==> src/rtl/necir_pkg.sv <==
// necir_pkg: shared types, codes and constants of the NEC infrared edge decoder
// no dependencies; used by every module of the decoder by scoped names
`timescale 1ns / 1ps

package necir_pkg;

  // byte ring, split into an even and an odd bank (depth is a power of two)
  localparam int unsigned RING_DEPTH = 128;
  localparam int unsigned RING_AW    = $clog2(RING_DEPTH);
  localparam int unsigned BANK_DEPTH = RING_DEPTH / 2;
  localparam int unsigned BANK_AW    = RING_AW - 1;

  // request queue between front and back, and result queue at the output
  localparam int unsigned QUEUE_DEPTH = 4;
  localparam int unsigned QUEUE_AW    = $clog2(QUEUE_DEPTH);
  localparam int unsigned QUEUE_CW    = QUEUE_AW + 1;
  localparam logic [QUEUE_CW-1:0] QUEUE_FULL_CNT = QUEUE_CW'(QUEUE_DEPTH);

  // edge positions within a frame
  localparam int unsigned EDGE_CW = 7;
  localparam logic [EDGE_CW-1:0] EDGE_MARK      = 7'd2;
  localparam logic [EDGE_CW-1:0] EDGE_SPACE     = 7'd3;
  localparam logic [EDGE_CW-1:0] EDGE_LEADER    = 7'd4;
  localparam logic [EDGE_CW-1:0] EDGE_FIRST_BIT = 7'd5;
  localparam logic [EDGE_CW-1:0] FRAME_EDGES    = 7'd68;

  // request kinds, coded as the func field
  typedef enum logic [1:0] {
    OP_EDGE    = 2'd0,
    OP_TIMEOUT = 2'd1,
    OP_READ    = 2'd2,
    OP_NONE    = 2'd3
  } op_e;

  // status codes of a result
  localparam logic [2:0] ST_BUSY       = 3'd0;
  localparam logic [2:0] ST_FRAME      = 3'd1;
  localparam logic [2:0] ST_REPEAT     = 3'd2;
  localparam logic [2:0] ST_LEADER_ERR = 3'd3;
  localparam logic [2:0] ST_CHECK_ERR  = 3'd4;
  localparam logic [2:0] ST_TIMEOUT    = 3'd5;
  localparam logic [2:0] ST_READ_DATA  = 3'd6;
  localparam logic [2:0] ST_READ_EMPTY = 3'd7;

  // configuration register indexes
  localparam int unsigned CFG_IDX_W = 3;
  localparam logic [CFG_IDX_W-1:0] CFG_LEADER_MARK_MIN  = 3'd0;
  localparam logic [CFG_IDX_W-1:0] CFG_LEADER_MARK_MAX  = 3'd1;
  localparam logic [CFG_IDX_W-1:0] CFG_REPEAT_SPACE_MIN = 3'd2;
  localparam logic [CFG_IDX_W-1:0] CFG_REPEAT_SPACE_MAX = 3'd3;
  localparam logic [CFG_IDX_W-1:0] CFG_START_SPACE_MIN  = 3'd4;
  localparam logic [CFG_IDX_W-1:0] CFG_START_SPACE_MAX  = 3'd5;
  localparam logic [CFG_IDX_W-1:0] CFG_ONE_THRESHOLD    = 3'd6;

  // configuration reset values, nanoseconds
  localparam logic [31:0] RST_LEADER_MARK_MIN  = 32'd8000000;
  localparam logic [31:0] RST_LEADER_MARK_MAX  = 32'd10000000;
  localparam logic [31:0] RST_REPEAT_SPACE_MIN = 32'd2000000;
  localparam logic [31:0] RST_REPEAT_SPACE_MAX = 32'd2500000;
  localparam logic [31:0] RST_START_SPACE_MIN  = 32'd3500000;
  localparam logic [31:0] RST_START_SPACE_MAX  = 32'd5500000;
  localparam logic [31:0] RST_ONE_THRESHOLD    = 32'd1000000;

  localparam logic [7:0] ERR_BYTE = 8'hFF;

  // classified request from the front to the back
  typedef struct packed {
    op_e         op;
    logic [31:0] gap;
  } item_t;

  // ring access issued by the back for one request
  typedef struct packed {
    logic               wr_first;
    logic               wr_second;
    logic [RING_AW-1:0] wr_addr;
    logic [7:0]         wr_first_data;
    logic [7:0]         wr_second_data;
    logic               rd_en;
    logic [RING_AW-1:0] rd_addr;
  } ring_req_t;

  // one result as held in the output queue
  typedef struct packed {
    logic [2:0] status;
    logic [7:0] first;
    logic [7:0] second;
    logic       armed;
  } result_t;

endpackage

==> src/rtl/necir_front.sv <==
// necir_front: input side; gap measurement, request classification, request queue
// depends on necir_pkg
`timescale 1ns / 1ps

module necir_front (
  input  logic                 clk_i,
  input  logic                 rst_ni,
  input  logic                 push,
  output logic                 full,
  input  logic [1:0]           func_i,
  input  logic [63:0]          edge_time_i,
  output logic                 item_valid_o,
  output necir_pkg::item_t     item_o,
  input  logic                 item_take_i
);

  logic [63:0]                    prev_time_q;
  logic [63:0]                    delta;
  necir_pkg::item_t               new_item;
  necir_pkg::item_t               queue_q [necir_pkg::QUEUE_DEPTH];
  logic [necir_pkg::QUEUE_AW-1:0] wr_ptr_q;
  logic [necir_pkg::QUEUE_AW-1:0] rd_ptr_q;
  logic [necir_pkg::QUEUE_CW-1:0] count_q;
  logic                           accept;

  assign full   = (count_q == necir_pkg::QUEUE_FULL_CNT);
  assign accept = push && !full;

  // gap to previous edge, saturated to 32 bits
  assign delta = edge_time_i - prev_time_q;
  always_comb begin
    new_item.op  = necir_pkg::op_e'(func_i);
    new_item.gap = (|delta[63:32]) ? 32'hFFFF_FFFF : delta[31:0];
  end

  // previous edge time
  always_ff @(posedge clk_i or negedge rst_ni) begin
    if (!rst_ni) begin
      prev_time_q <= '0;
    end else if (accept && (new_item.op == necir_pkg::OP_EDGE)) begin
      prev_time_q <= edge_time_i;
    end
  end

  // request queue storage
  always_ff @(posedge clk_i) begin
    if (accept) begin
      queue_q[wr_ptr_q] <= new_item;
    end
  end

  // request queue pointers
  always_ff @(posedge clk_i or negedge rst_ni) begin
    if (!rst_ni) begin
      wr_ptr_q <= '0;
      rd_ptr_q <= '0;
      count_q  <= '0;
    end else begin
      if (accept) begin
        wr_ptr_q <= wr_ptr_q + 1'b1;
      end
      if (item_take_i) begin
        rd_ptr_q <= rd_ptr_q + 1'b1;
      end
      if (accept && !item_take_i) begin
        count_q <= count_q + 1'b1;
      end else if (!accept && item_take_i) begin
        count_q <= count_q - 1'b1;
      end
    end
  end

  assign item_valid_o = (count_q != '0);
  assign item_o       = queue_q[rd_ptr_q];

endmodule

==> src/rtl/necir_ring.sv <==
// necir_ring: byte ring storage in two banks, two bytes written and read per cycle
// depends on necir_pkg; pointers are kept by the caller
`timescale 1ns / 1ps

module necir_ring (
  input  logic                  clk_i,
  input  necir_pkg::ring_req_t  req_i,
  output logic [7:0]            first_o,
  output logic [7:0]            second_o
);

  logic [7:0] even_mem [necir_pkg::BANK_DEPTH];
  logic [7:0] odd_mem  [necir_pkg::BANK_DEPTH];

  logic [necir_pkg::RING_AW-1:0] wr_next;
  logic [necir_pkg::RING_AW-1:0] rd_next;
  logic                          even_we;
  logic                          odd_we;
  logic [necir_pkg::BANK_AW-1:0] even_wa;
  logic [necir_pkg::BANK_AW-1:0] odd_wa;
  logic [7:0]                    even_wd;
  logic [7:0]                    odd_wd;
  logic [necir_pkg::BANK_AW-1:0] even_ra;
  logic [necir_pkg::BANK_AW-1:0] odd_ra;
  logic [7:0]                    even_rd_q;
  logic [7:0]                    odd_rd_q;
  logic                          swap_q;

  assign wr_next = req_i.wr_addr + 1'b1;
  assign rd_next = req_i.rd_addr + 1'b1;

  // route the two bytes to the bank that owns each address
  always_comb begin
    if (req_i.wr_addr[0]) begin
      odd_we  = req_i.wr_first;
      odd_wa  = req_i.wr_addr[necir_pkg::RING_AW-1:1];
      odd_wd  = req_i.wr_first_data;
      even_we = req_i.wr_second;
      even_wa = wr_next[necir_pkg::RING_AW-1:1];
      even_wd = req_i.wr_second_data;
    end else begin
      even_we = req_i.wr_first;
      even_wa = req_i.wr_addr[necir_pkg::RING_AW-1:1];
      even_wd = req_i.wr_first_data;
      odd_we  = req_i.wr_second;
      odd_wa  = wr_next[necir_pkg::RING_AW-1:1];
      odd_wd  = req_i.wr_second_data;
    end
    if (req_i.rd_addr[0]) begin
      odd_ra  = req_i.rd_addr[necir_pkg::RING_AW-1:1];
      even_ra = rd_next[necir_pkg::RING_AW-1:1];
    end else begin
      even_ra = req_i.rd_addr[necir_pkg::RING_AW-1:1];
      odd_ra  = rd_next[necir_pkg::RING_AW-1:1];
    end
  end

  // bank writes and registered reads
  always_ff @(posedge clk_i) begin
    if (even_we) begin
      even_mem[even_wa] <= even_wd;
    end
    if (odd_we) begin
      odd_mem[odd_wa] <= odd_wd;
    end
    if (req_i.rd_en) begin
      even_rd_q <= even_mem[even_ra];
      odd_rd_q  <= odd_mem[odd_ra];
      swap_q    <= req_i.rd_addr[0];
    end
  end

  // put the bytes back in ring order
  assign first_o  = swap_q ? odd_rd_q : even_rd_q;
  assign second_o = swap_q ? even_rd_q : odd_rd_q;

endmodule

==> src/rtl/necir_back.sv <==
// necir_back: frame decoding, ring pointers, configuration registers, result queue
// depends on necir_pkg; ring storage sits in necir_ring
`timescale 1ns / 1ps

module necir_back (
  input  logic                              clk_i,
  input  logic                              rst_ni,
  input  logic                              cfg_valid_i,
  input  logic [necir_pkg::CFG_IDX_W-1:0]   cfg_index_i,
  input  logic [31:0]                       cfg_data_i,
  input  logic                              item_valid_i,
  input  necir_pkg::item_t                  item_i,
  output logic                              item_take_o,
  output necir_pkg::ring_req_t              ring_req_o,
  input  logic [7:0]                        ring_first_i,
  input  logic [7:0]                        ring_second_i,
  output logic                              empty,
  input  logic                              pop,
  output logic [2:0]                        status_o,
  output logic [7:0]                        read_first_o,
  output logic [7:0]                        read_second_o,
  output logic                              timer_armed_o
);

  // configuration registers
  logic [31:0] mark_min_q, mark_max_q;
  logic [31:0] rep_min_q, rep_max_q;
  logic [31:0] start_min_q, start_max_q;
  logic [31:0] one_thr_q;

  // decoder state
  logic [necir_pkg::EDGE_CW-1:0] edge_cnt_q, edge_cnt_d, cnt_n;
  logic                          mark_good_q, mark_good_d;
  logic [31:0]                   space_gap_q, space_gap_d;
  logic [31:0]                   bits_q, bits_d;
  logic                          armed_q, armed_d;
  logic [necir_pkg::RING_AW-1:0] rp_q, rp_d, wp_q, wp_d;
  logic [necir_pkg::RING_AW-1:0] ring_free, ring_avail;

  // decode stage outputs
  logic       fire;
  logic [2:0] s1_status;
  logic [7:0] s1_first, s1_second;
  logic       s1_from_ring, s1_two;
  logic       push_en;
  logic [7:0] push_first, push_second;
  logic       is_repeat, is_start;

  // ring read stage
  logic       s2_valid_q;
  logic [2:0] s2_status_q;
  logic [7:0] s2_first_q, s2_second_q;
  logic       s2_armed_q, s2_from_ring_q, s2_two_q;
  necir_pkg::result_t s2_result;

  // result queue
  necir_pkg::result_t             out_q [necir_pkg::QUEUE_DEPTH];
  logic [necir_pkg::QUEUE_AW-1:0] out_wr_q, out_rd_q;
  logic [necir_pkg::QUEUE_CW-1:0] out_cnt_q, out_used;
  logic                           out_pop;

  function automatic logic in_range(logic [31:0] v, logic [31:0] lo, logic [31:0] hi);
    return (v >= lo) && (v <= hi);
  endfunction

  // configuration writes
  always_ff @(posedge clk_i or negedge rst_ni) begin
    if (!rst_ni) begin
      mark_min_q  <= necir_pkg::RST_LEADER_MARK_MIN;
      mark_max_q  <= necir_pkg::RST_LEADER_MARK_MAX;
      rep_min_q   <= necir_pkg::RST_REPEAT_SPACE_MIN;
      rep_max_q   <= necir_pkg::RST_REPEAT_SPACE_MAX;
      start_min_q <= necir_pkg::RST_START_SPACE_MIN;
      start_max_q <= necir_pkg::RST_START_SPACE_MAX;
      one_thr_q   <= necir_pkg::RST_ONE_THRESHOLD;
    end else if (cfg_valid_i) begin
      case (cfg_index_i)
        necir_pkg::CFG_LEADER_MARK_MIN:  mark_min_q  <= cfg_data_i;
        necir_pkg::CFG_LEADER_MARK_MAX:  mark_max_q  <= cfg_data_i;
        necir_pkg::CFG_REPEAT_SPACE_MIN: rep_min_q   <= cfg_data_i;
        necir_pkg::CFG_REPEAT_SPACE_MAX: rep_max_q   <= cfg_data_i;
        necir_pkg::CFG_START_SPACE_MIN:  start_min_q <= cfg_data_i;
        necir_pkg::CFG_START_SPACE_MAX:  start_max_q <= cfg_data_i;
        necir_pkg::CFG_ONE_THRESHOLD:    one_thr_q   <= cfg_data_i;
        default: ;
      endcase
    end
  end

  // take a request only when its result has a guaranteed slot
  assign out_used    = out_cnt_q + necir_pkg::QUEUE_CW'(s2_valid_q);
  assign fire        = item_valid_i && (out_used < necir_pkg::QUEUE_FULL_CNT);
  assign item_take_o = fire;

  assign cnt_n      = edge_cnt_q + 1'b1;
  assign ring_free  = rp_q - wp_q - 1'b1;
  assign ring_avail = wp_q - rp_q;
  assign is_repeat  = mark_good_q && in_range(space_gap_q, rep_min_q, rep_max_q);
  assign is_start   = mark_good_q && in_range(space_gap_q, start_min_q, start_max_q);

  // decode one request
  always_comb begin
    edge_cnt_d   = edge_cnt_q;
    mark_good_d  = mark_good_q;
    space_gap_d  = space_gap_q;
    bits_d       = bits_q;
    armed_d      = armed_q;
    rp_d         = rp_q;
    s1_status    = necir_pkg::ST_BUSY;
    s1_first     = 8'h00;
    s1_second    = 8'h00;
    s1_from_ring = 1'b0;
    s1_two       = 1'b0;
    push_en      = 1'b0;
    push_first   = necir_pkg::ERR_BYTE;
    push_second  = necir_pkg::ERR_BYTE;
    if (fire) begin
      case (item_i.op)
        necir_pkg::OP_EDGE: begin
          edge_cnt_d = cnt_n;
          armed_d    = 1'b1;
          if (cnt_n == necir_pkg::EDGE_MARK) begin
            mark_good_d = in_range(item_i.gap, mark_min_q, mark_max_q);
          end else if (cnt_n == necir_pkg::EDGE_SPACE) begin
            space_gap_d = item_i.gap;
          end else if (cnt_n == necir_pkg::EDGE_LEADER) begin
            if (is_repeat) begin
              edge_cnt_d = '0;
              armed_d    = 1'b0;
              s1_status  = necir_pkg::ST_REPEAT;
            end else if (!is_start) begin
              edge_cnt_d = '0;
              armed_d    = 1'b0;
              s1_status  = necir_pkg::ST_LEADER_ERR;
            end
          end else if ((cnt_n >= necir_pkg::EDGE_FIRST_BIT) &&
                       (cnt_n < necir_pkg::FRAME_EDGES) && cnt_n[0]) begin
            bits_d = {bits_q[30:0], (item_i.gap > one_thr_q)};
          end else if (cnt_n >= necir_pkg::FRAME_EDGES) begin
            edge_cnt_d = '0;
            armed_d    = 1'b0;
            push_en    = 1'b1;
            if ((bits_q[23:16] == ~bits_q[31:24]) && (bits_q[7:0] == ~bits_q[15:8])) begin
              push_first  = bits_q[31:24];
              push_second = bits_q[15:8];
              s1_status   = necir_pkg::ST_FRAME;
            end else begin
              s1_status = necir_pkg::ST_CHECK_ERR;
            end
          end
        end
        necir_pkg::OP_TIMEOUT: begin
          if (armed_q) begin
            armed_d    = 1'b0;
            edge_cnt_d = '0;
            push_en    = 1'b1;
            s1_status  = necir_pkg::ST_TIMEOUT;
          end
        end
        necir_pkg::OP_READ: begin
          if (ring_avail != '0) begin
            s1_from_ring = 1'b1;
            s1_two       = (ring_avail != necir_pkg::RING_AW'(1));
            rp_d         = rp_q + necir_pkg::RING_AW'({s1_two, ~s1_two});
            s1_status    = necir_pkg::ST_READ_DATA;
          end else begin
            s1_first  = necir_pkg::ERR_BYTE;
            s1_second = necir_pkg::ERR_BYTE;
            s1_status = necir_pkg::ST_READ_EMPTY;
          end
        end
        default: ;
      endcase
    end
  end

  // ring access; a push to a full ring drops the byte
  always_comb begin
    ring_req_o.wr_first       = push_en && (ring_free != '0);
    ring_req_o.wr_second      = push_en && (ring_free > necir_pkg::RING_AW'(1));
    ring_req_o.wr_addr        = wp_q;
    ring_req_o.wr_first_data  = push_first;
    ring_req_o.wr_second_data = push_second;
    ring_req_o.rd_en          = s1_from_ring;
    ring_req_o.rd_addr        = rp_q;
  end
  assign wp_d = wp_q + necir_pkg::RING_AW'(ring_req_o.wr_first)
                     + necir_pkg::RING_AW'(ring_req_o.wr_second);

  // decoder state registers
  always_ff @(posedge clk_i or negedge rst_ni) begin
    if (!rst_ni) begin
      edge_cnt_q  <= '0;
      mark_good_q <= 1'b0;
      space_gap_q <= '0;
      bits_q      <= '0;
      armed_q     <= 1'b0;
      rp_q        <= '0;
      wp_q        <= '0;
    end else begin
      edge_cnt_q  <= edge_cnt_d;
      mark_good_q <= mark_good_d;
      space_gap_q <= space_gap_d;
      bits_q      <= bits_d;
      armed_q     <= armed_d;
      rp_q        <= rp_d;
      wp_q        <= wp_d;
    end
  end

  // ring read stage control
  always_ff @(posedge clk_i or negedge rst_ni) begin
    if (!rst_ni) begin
      s2_valid_q <= 1'b0;
    end else begin
      s2_valid_q <= fire;
    end
  end

  // ring read stage payload
  always_ff @(posedge clk_i) begin
    if (fire) begin
      s2_status_q    <= s1_status;
      s2_first_q     <= s1_first;
      s2_second_q    <= s1_second;
      s2_armed_q     <= armed_d;
      s2_from_ring_q <= s1_from_ring;
      s2_two_q       <= s1_two;
    end
  end

  // merge ring bytes into the result
  always_comb begin
    s2_result.status = s2_status_q;
    s2_result.armed  = s2_armed_q;
    if (s2_from_ring_q) begin
      s2_result.first  = ring_first_i;
      s2_result.second = s2_two_q ? ring_second_i : 8'h00;
    end else begin
      s2_result.first  = s2_first_q;
      s2_result.second = s2_second_q;
    end
  end

  // result queue storage
  always_ff @(posedge clk_i) begin
    if (s2_valid_q) begin
      out_q[out_wr_q] <= s2_result;
    end
  end

  assign empty   = (out_cnt_q == '0);
  assign out_pop = pop && !empty;

  // result queue pointers
  always_ff @(posedge clk_i or negedge rst_ni) begin
    if (!rst_ni) begin
      out_wr_q  <= '0;
      out_rd_q  <= '0;
      out_cnt_q <= '0;
    end else begin
      if (s2_valid_q) begin
        out_wr_q <= out_wr_q + 1'b1;
      end
      if (out_pop) begin
        out_rd_q <= out_rd_q + 1'b1;
      end
      if (s2_valid_q && !out_pop) begin
        out_cnt_q <= out_cnt_q + 1'b1;
      end else if (!s2_valid_q && out_pop) begin
        out_cnt_q <= out_cnt_q - 1'b1;
      end
    end
  end

  assign status_o      = out_q[out_rd_q].status;
  assign read_first_o  = out_q[out_rd_q].first;
  assign read_second_o = out_q[out_rd_q].second;
  assign timer_armed_o = out_q[out_rd_q].armed;

endmodule

==> src/rtl/nec_ir_edge_decoder_core.sv <==
// path: a pushed request passes the request queue, the ring read stage and the result queue before empty goes low
// throughput: one request per cycle; the 4-entry request and result queues absorb stalls
// each request is decoded combinationally; ring reads land in the next cycle from the banked ring
// reset: asynchronous, active low; clears pointers, counters, queues and decoder state,
// and loads the default timing registers; ring contents are not cleared and need no sweep
// top level of the NEC infrared edge decoder; depends on necir_pkg, front, ring and back
`timescale 1ns / 1ps

module nec_ir_edge_decoder_core (
  input  logic                            clk_i,
  input  logic                            rst_ni,
  input  logic                            cfg_valid_i,
  output logic                            cfg_ready_o,
  input  logic [necir_pkg::CFG_IDX_W-1:0] cfg_index_i,
  input  logic [31:0]                     cfg_data_i,
  input  logic                            push,
  output logic                            full,
  input  logic [1:0]                      func_i,
  input  logic [63:0]                     edge_time_i,
  output logic                            empty,
  input  logic                            pop,
  output logic [2:0]                      status_o,
  output logic [7:0]                      read_first_o,
  output logic [7:0]                      read_second_o,
  output logic                            timer_armed_o
);

  logic                 item_valid;
  logic                 item_take;
  necir_pkg::item_t     item;
  necir_pkg::ring_req_t ring_req;
  logic [7:0]           ring_first;
  logic [7:0]           ring_second;

  // configuration writes are always taken
  assign cfg_ready_o = 1'b1;

  // request intake and gap measurement
  necir_front u_front (
    .clk_i        (clk_i),
    .rst_ni       (rst_ni),
    .push         (push),
    .full         (full),
    .func_i       (func_i),
    .edge_time_i  (edge_time_i),
    .item_valid_o (item_valid),
    .item_o       (item),
    .item_take_i  (item_take)
  );

  // byte ring storage
  necir_ring u_ring (
    .clk_i    (clk_i),
    .req_i    (ring_req),
    .first_o  (ring_first),
    .second_o (ring_second)
  );

  // frame decoding and results
  necir_back u_back (
    .clk_i         (clk_i),
    .rst_ni        (rst_ni),
    .cfg_valid_i   (cfg_valid_i),
    .cfg_index_i   (cfg_index_i),
    .cfg_data_i    (cfg_data_i),
    .item_valid_i  (item_valid),
    .item_i        (item),
    .item_take_o   (item_take),
    .ring_req_o    (ring_req),
    .ring_first_i  (ring_first),
    .ring_second_i (ring_second),
    .empty         (empty),
    .pop           (pop),
    .status_o      (status_o),
    .read_first_o  (read_first_o),
    .read_second_o (read_second_o),
    .timer_armed_o (timer_armed_o)
  );

endmodule

==> config.mk <==
export PLATFORM = sky130hd
export DESIGN_NAME = nec_ir_edge_decoder_core
export DESIGN_NICKNAME = d
export VERILOG_FILES = /design/src/rtl/necir_pkg.sv /design/src/rtl/necir_front.sv /design/src/rtl/necir_ring.sv /design/src/rtl/necir_back.sv /design/src/rtl/nec_ir_edge_decoder_core.sv
export SDC_FILE = /design/constraint.sdc
export NUM_CORES = 2
export LEC_CHECK = 0
export BUFFER_PORTS_ARGS = -buffer_cell sky130_fd_sc_hd__buf_2
export CORE_MARGIN = 4
export CORE_UTILIZATION = 50
export CTS_CLUSTER_SIZE = 12
export DETAILED_ROUTE_END_ITERATION = 7
export GPL_TIMING_DRIVEN = 0
export PLACE_DENSITY = 0.76
export RECOVER_POWER = 100
export SLEW_MARGIN = 10
export SYNTH_ARGS = -nofsm -noshare
export SYNTH_HDL_FRONTEND = slang
export SYNTH_HIERARCHICAL = 1
export SYNTH_SLANG_ARGS = --single-unit
==> constraint.sdc <==
create_clock -name clk_i -period 4.5 [get_ports clk_i]
set_input_delay 0.45 -clock clk_i [delete_from_list [all_inputs] [get_ports clk_i]]
set_output_delay 0.45 -clock clk_i [all_outputs]
set_load 0.02 [all_outputs]
==> reports/qor.yml <==
ratio_of_routed_vias_to_standard_cells: 6.28
final_layout_size_suffix_gt1_share_pct: 24.3
cp_capture_type: "flip-flop"
crit_end: "u_ring/odd_rd_q[2]"
antenna_violations_before_repair: 8
cts_root_buf: "clkbuf_16"
final.min_clock_period_ps: 4720
finalWorstSetupSlack_ps: -222
min_path_type: "primary input to flip-flop"
status: "finished, violations left"
report.final.hold_viol_count: 0
max_slew_margin_pct: -61.8
sequential_fraction_of_the_synthesis_area_pct: 62.1
die_h_um: 400
xor_xnor_cell_area_share_of_the_yosys_netlist_pct: 1.33
postSynthCellCount: 5451
post-synth-top-area-fraction_pct: 49.3
report.final.slew_viol_count: 293
synth_cell_types: 122
crit_type: "flip-flop to flip-flop"
arrival_ps: 5230
cp_data_required_time_ps: 5010
cp_cell_sequence: "buf_2 > inv_1 > ha_1 > nor2_4 > clkbuf_2 > clkbuf_1 > nand2_1 > and3_1 > nor4_1 > a221oi_2"
place_inst: 7615
syn_nets: 5882
layoutNonFillerInstCount: 8058
synth_enable_flop_cells: 1264
critical-path-top-delay-family: "buffers and inverters"
syn_avg_cell_area_um2: 14.1
synth_compound_gate_area_share_pct: 8.44
cts_made_buffers: 172
r2r_start: "u_back/rp_q[0]"
tightest_slew_ps: 2430
fin_total_pwr_mw: 51.5
start_util_pct: 50.5
latest_clock_arrival_within_the_worst_skew_pair_ps: 820
timing.critical_path.depth: 10
antenna_nets_post_route: 0
place.detailed.hpwl_um: 144000
grt-ovfl-total: 0
library_cell_contributing_the_largest_single_delay_on_the_critical_path: "clkbuf_1"
final_core_occ_pct: 58.2
grt.total_usage_pct: 26.1
design.portCount: 129
synth_fa_ha_area_share_pct: 5.34
drv.max_cap_violation_count: 9
cts_tree: "done"
syn-cell-area_um2: 77000
critical_path_buf_inv_count: 4
die_w_um: 400
grt_first_pass_wirelength_um: 318000
synthSimpleGateAreaFrac_pct: 6.74
violations: "max-capacitance violations, max-slew violations, negative setup slack"
multiInputGateArea_um2: 28300
number_of_remaining_drc_errors: 0
synth_largest_area_cell: "edfxtp_1"
critical_path.startpoint_type: "flip-flop"
layout.filler_cells: 11600
synth.top_cells.by_area: "edfxtp_1, dfrtp_1, mux4_2"
maxClockFrequency_mhz: 212
floorplan.core_area_um2: 152000
post_synth_mux_area_share_pct: 12.5
mostFrequentLayoutCell: "edfxtp_1"
finalWeightedCongestion: 0.979
flow.area_growth_from_synthesis_pct: 15.3
grt_pass1_vias: 50300
crit_path_max_incr_delay_ps: 870
num_vias: 50600
grt_setup_unrepaired: "true"
htreeDepth: 4
p_per_area_nw_per_um2: 580
ff_latch_area_um2: 47800
clkTransAtPathRegs_ps: 60
cts_buffer_depth: 3
finClkSkew_ps: 51.3
vdd_ir_drop_max_mv: 0.430
final_routed_wirelength_um: 215000
detail_route.wl_per_cell_um: 26.6
worstPathMaxFanout: 10
commonest_cells_after_routing_fill_and_taps_aside: "edfxtp_1, nand2_1, inv_1, dfrtp_1, ha_1"
placementRows: 143
drtIter0Drc: 6137
preCtsSetupSlack_ps: -1210
detail_route.first_pass.iterations: 8
worstReg2RegEnd: "u_ring/odd_rd_q[2]"
cts.sinks: 1654
timing.critical_path.from: "u_back/rp_q[0]"
async_set_reset_flop_share_out_of_synthesis_pct: 23.6
die-area_um2: 160000
reg2regPathDepth: 10
synth.yosys.warnings: 6
dominantRegCellSynth: "edfxtp_1"
static-leakage-power_nw: 34.7
fin_nets: 6337
i_o_buffers: 125
synth_seq_cells: 1654
min_period_over_period_pct: 105
grt_start_max_net_pins: 108
synth_top_family_by_area: "multiplexers"
setup_violations: 140
timing.reg2reg.setup_slack_ps: -220
-- metrics by stage --
stage	hold WS [ps]	TNS (ps)	instance area, um2
2_1_floorplan	154	0	77000
3_3_place_gp	464	-2802130	80200
3_5_place_dp	362	-1197610	80400
4_1_cts	37.6	-24800	88100
5_1_grt	71.6	-113190	88800
6_report	107	-17580	88800
-- report_power, final --
part / leakage, nW / internal [mW] / switching, mW
Combinational: 13.5 / 6.95 / 12.1
Clock: 2.54 / 7.51 / 5.88
Sequential: 18.7 / 18.1 / 0.966
-- Yosys cell counts, types with 9 or more instances --
master     count
a2111oi_0      9
a211oi_1      18
a21o_1        44
a21oi_1      270
a221oi_1      38
a22o_1        14
a22oi_1       52
a31oi_1       22
and2_1        13
and3_1        10
buf_1         12
buf_2         87
buf_4         27
buf_6         37
clkbuf_1      91
dfrtp_1      330
dfstp_2       60
edfxtp_1    1264
ha_1         319
inv_1        335
mux2_2       296
mux2i_1      145
mux4_2       215
nand2_1      410
nand2b_1      23
nand3_1       74
nand4_1       78
nor2_1       274
nor2b_1       16
nor3_1        66
nor4_1        20
o211ai_1      24
o21a_1        23
o21ai_0      262
o21ai_1       21
o221ai_1      35
o22ai_1       65
or2_2         22
or3_1         10
or4_1         30
xnor2_1       49
xor2_1        58
-- per-layer routing --
metal	routed length, um	GRT usage [%]	vias to the layer above
li1	-	-	21700
met1	79800	34.3	25300
met2	101000	41.8	2926
met3	22400	5.95	674
met4	11100	11.9	4
met5	34	0	-
-- state kept, by name, indices dropped and copies added (netlist names), 7 cells and up --
name,count
u_ring/odd_rd_q,8
u_ring/even_rd_q,8
u_back/edge_cnt_q,7
u_back/mark_min_q,32
u_front/prev_time_q,64
u_back/out_q,80
u_ring/even_mem,512
u_back/wp_q,7
u_back/start_min_q,32
u_back/rp_q,7
u_back/mark_max_q,32
u_back/one_thr_q,32
u_back/rep_max_q,32
u_back/rep_min_q,32
u_back/space_gap_q,32
u_back/start_max_q,32
u_back/bits_q,32
u_front/queue_q,136
u_ring/odd_mem,512
-- final cells by class --
type | instances | area share (%)
plain buffers | 249 | 1.62
diodes | 5 | 0.0141
inverters | 338 | 1.43
clock inverters | 56 | 0.647
well taps | 2030 | 2.86
multi-input cells | 3203 | 31.9
flip-flops and latches | 1654 | 53.8
clock buffers | 235 | 5.27
repair buffers | 288 | 2.41
-- logic make-up after synthesis --
logic type | count (synthesis)
muxes | 658
DFF | 1654
AOI/OAI and AO/OA | 1011
adders and majority gates | 325
buffers and inverters | 594
other | 1
xor gates and xnor gates | 111
and+or+nand+nor | 1097
-- what timing repair did --
item,4_1_cts,5_1_grt
resized for setup,354,130
buffers inserted,22,30
hold buffers,99,0
pin swaps,43,50
cloned,3,0
setup endpoints to repair,2113,928
endpoints found under the hold margin,284,0
-- worst min-delay path by stage --
stage / start / cells past startpoint / end
floorplan: rst_ni / 0 / u_back/armed_q
global placement: u_back/space_gap_q[0] / 2 / u_back/space_gap_q[0]
detailed placement: rst_ni / 1 / u_front/prev_time_q[59]
CTS: cfg_data_i[0] / 2 / u_back/mark_max_q[0]
global route: cfg_data_i[0] / 2 / u_back/mark_min_q[0]
finish: cfg_data_i[0] / 2 / u_back/one_thr_q[0]
Note: power is estimated with default switching activity, not from simulation.
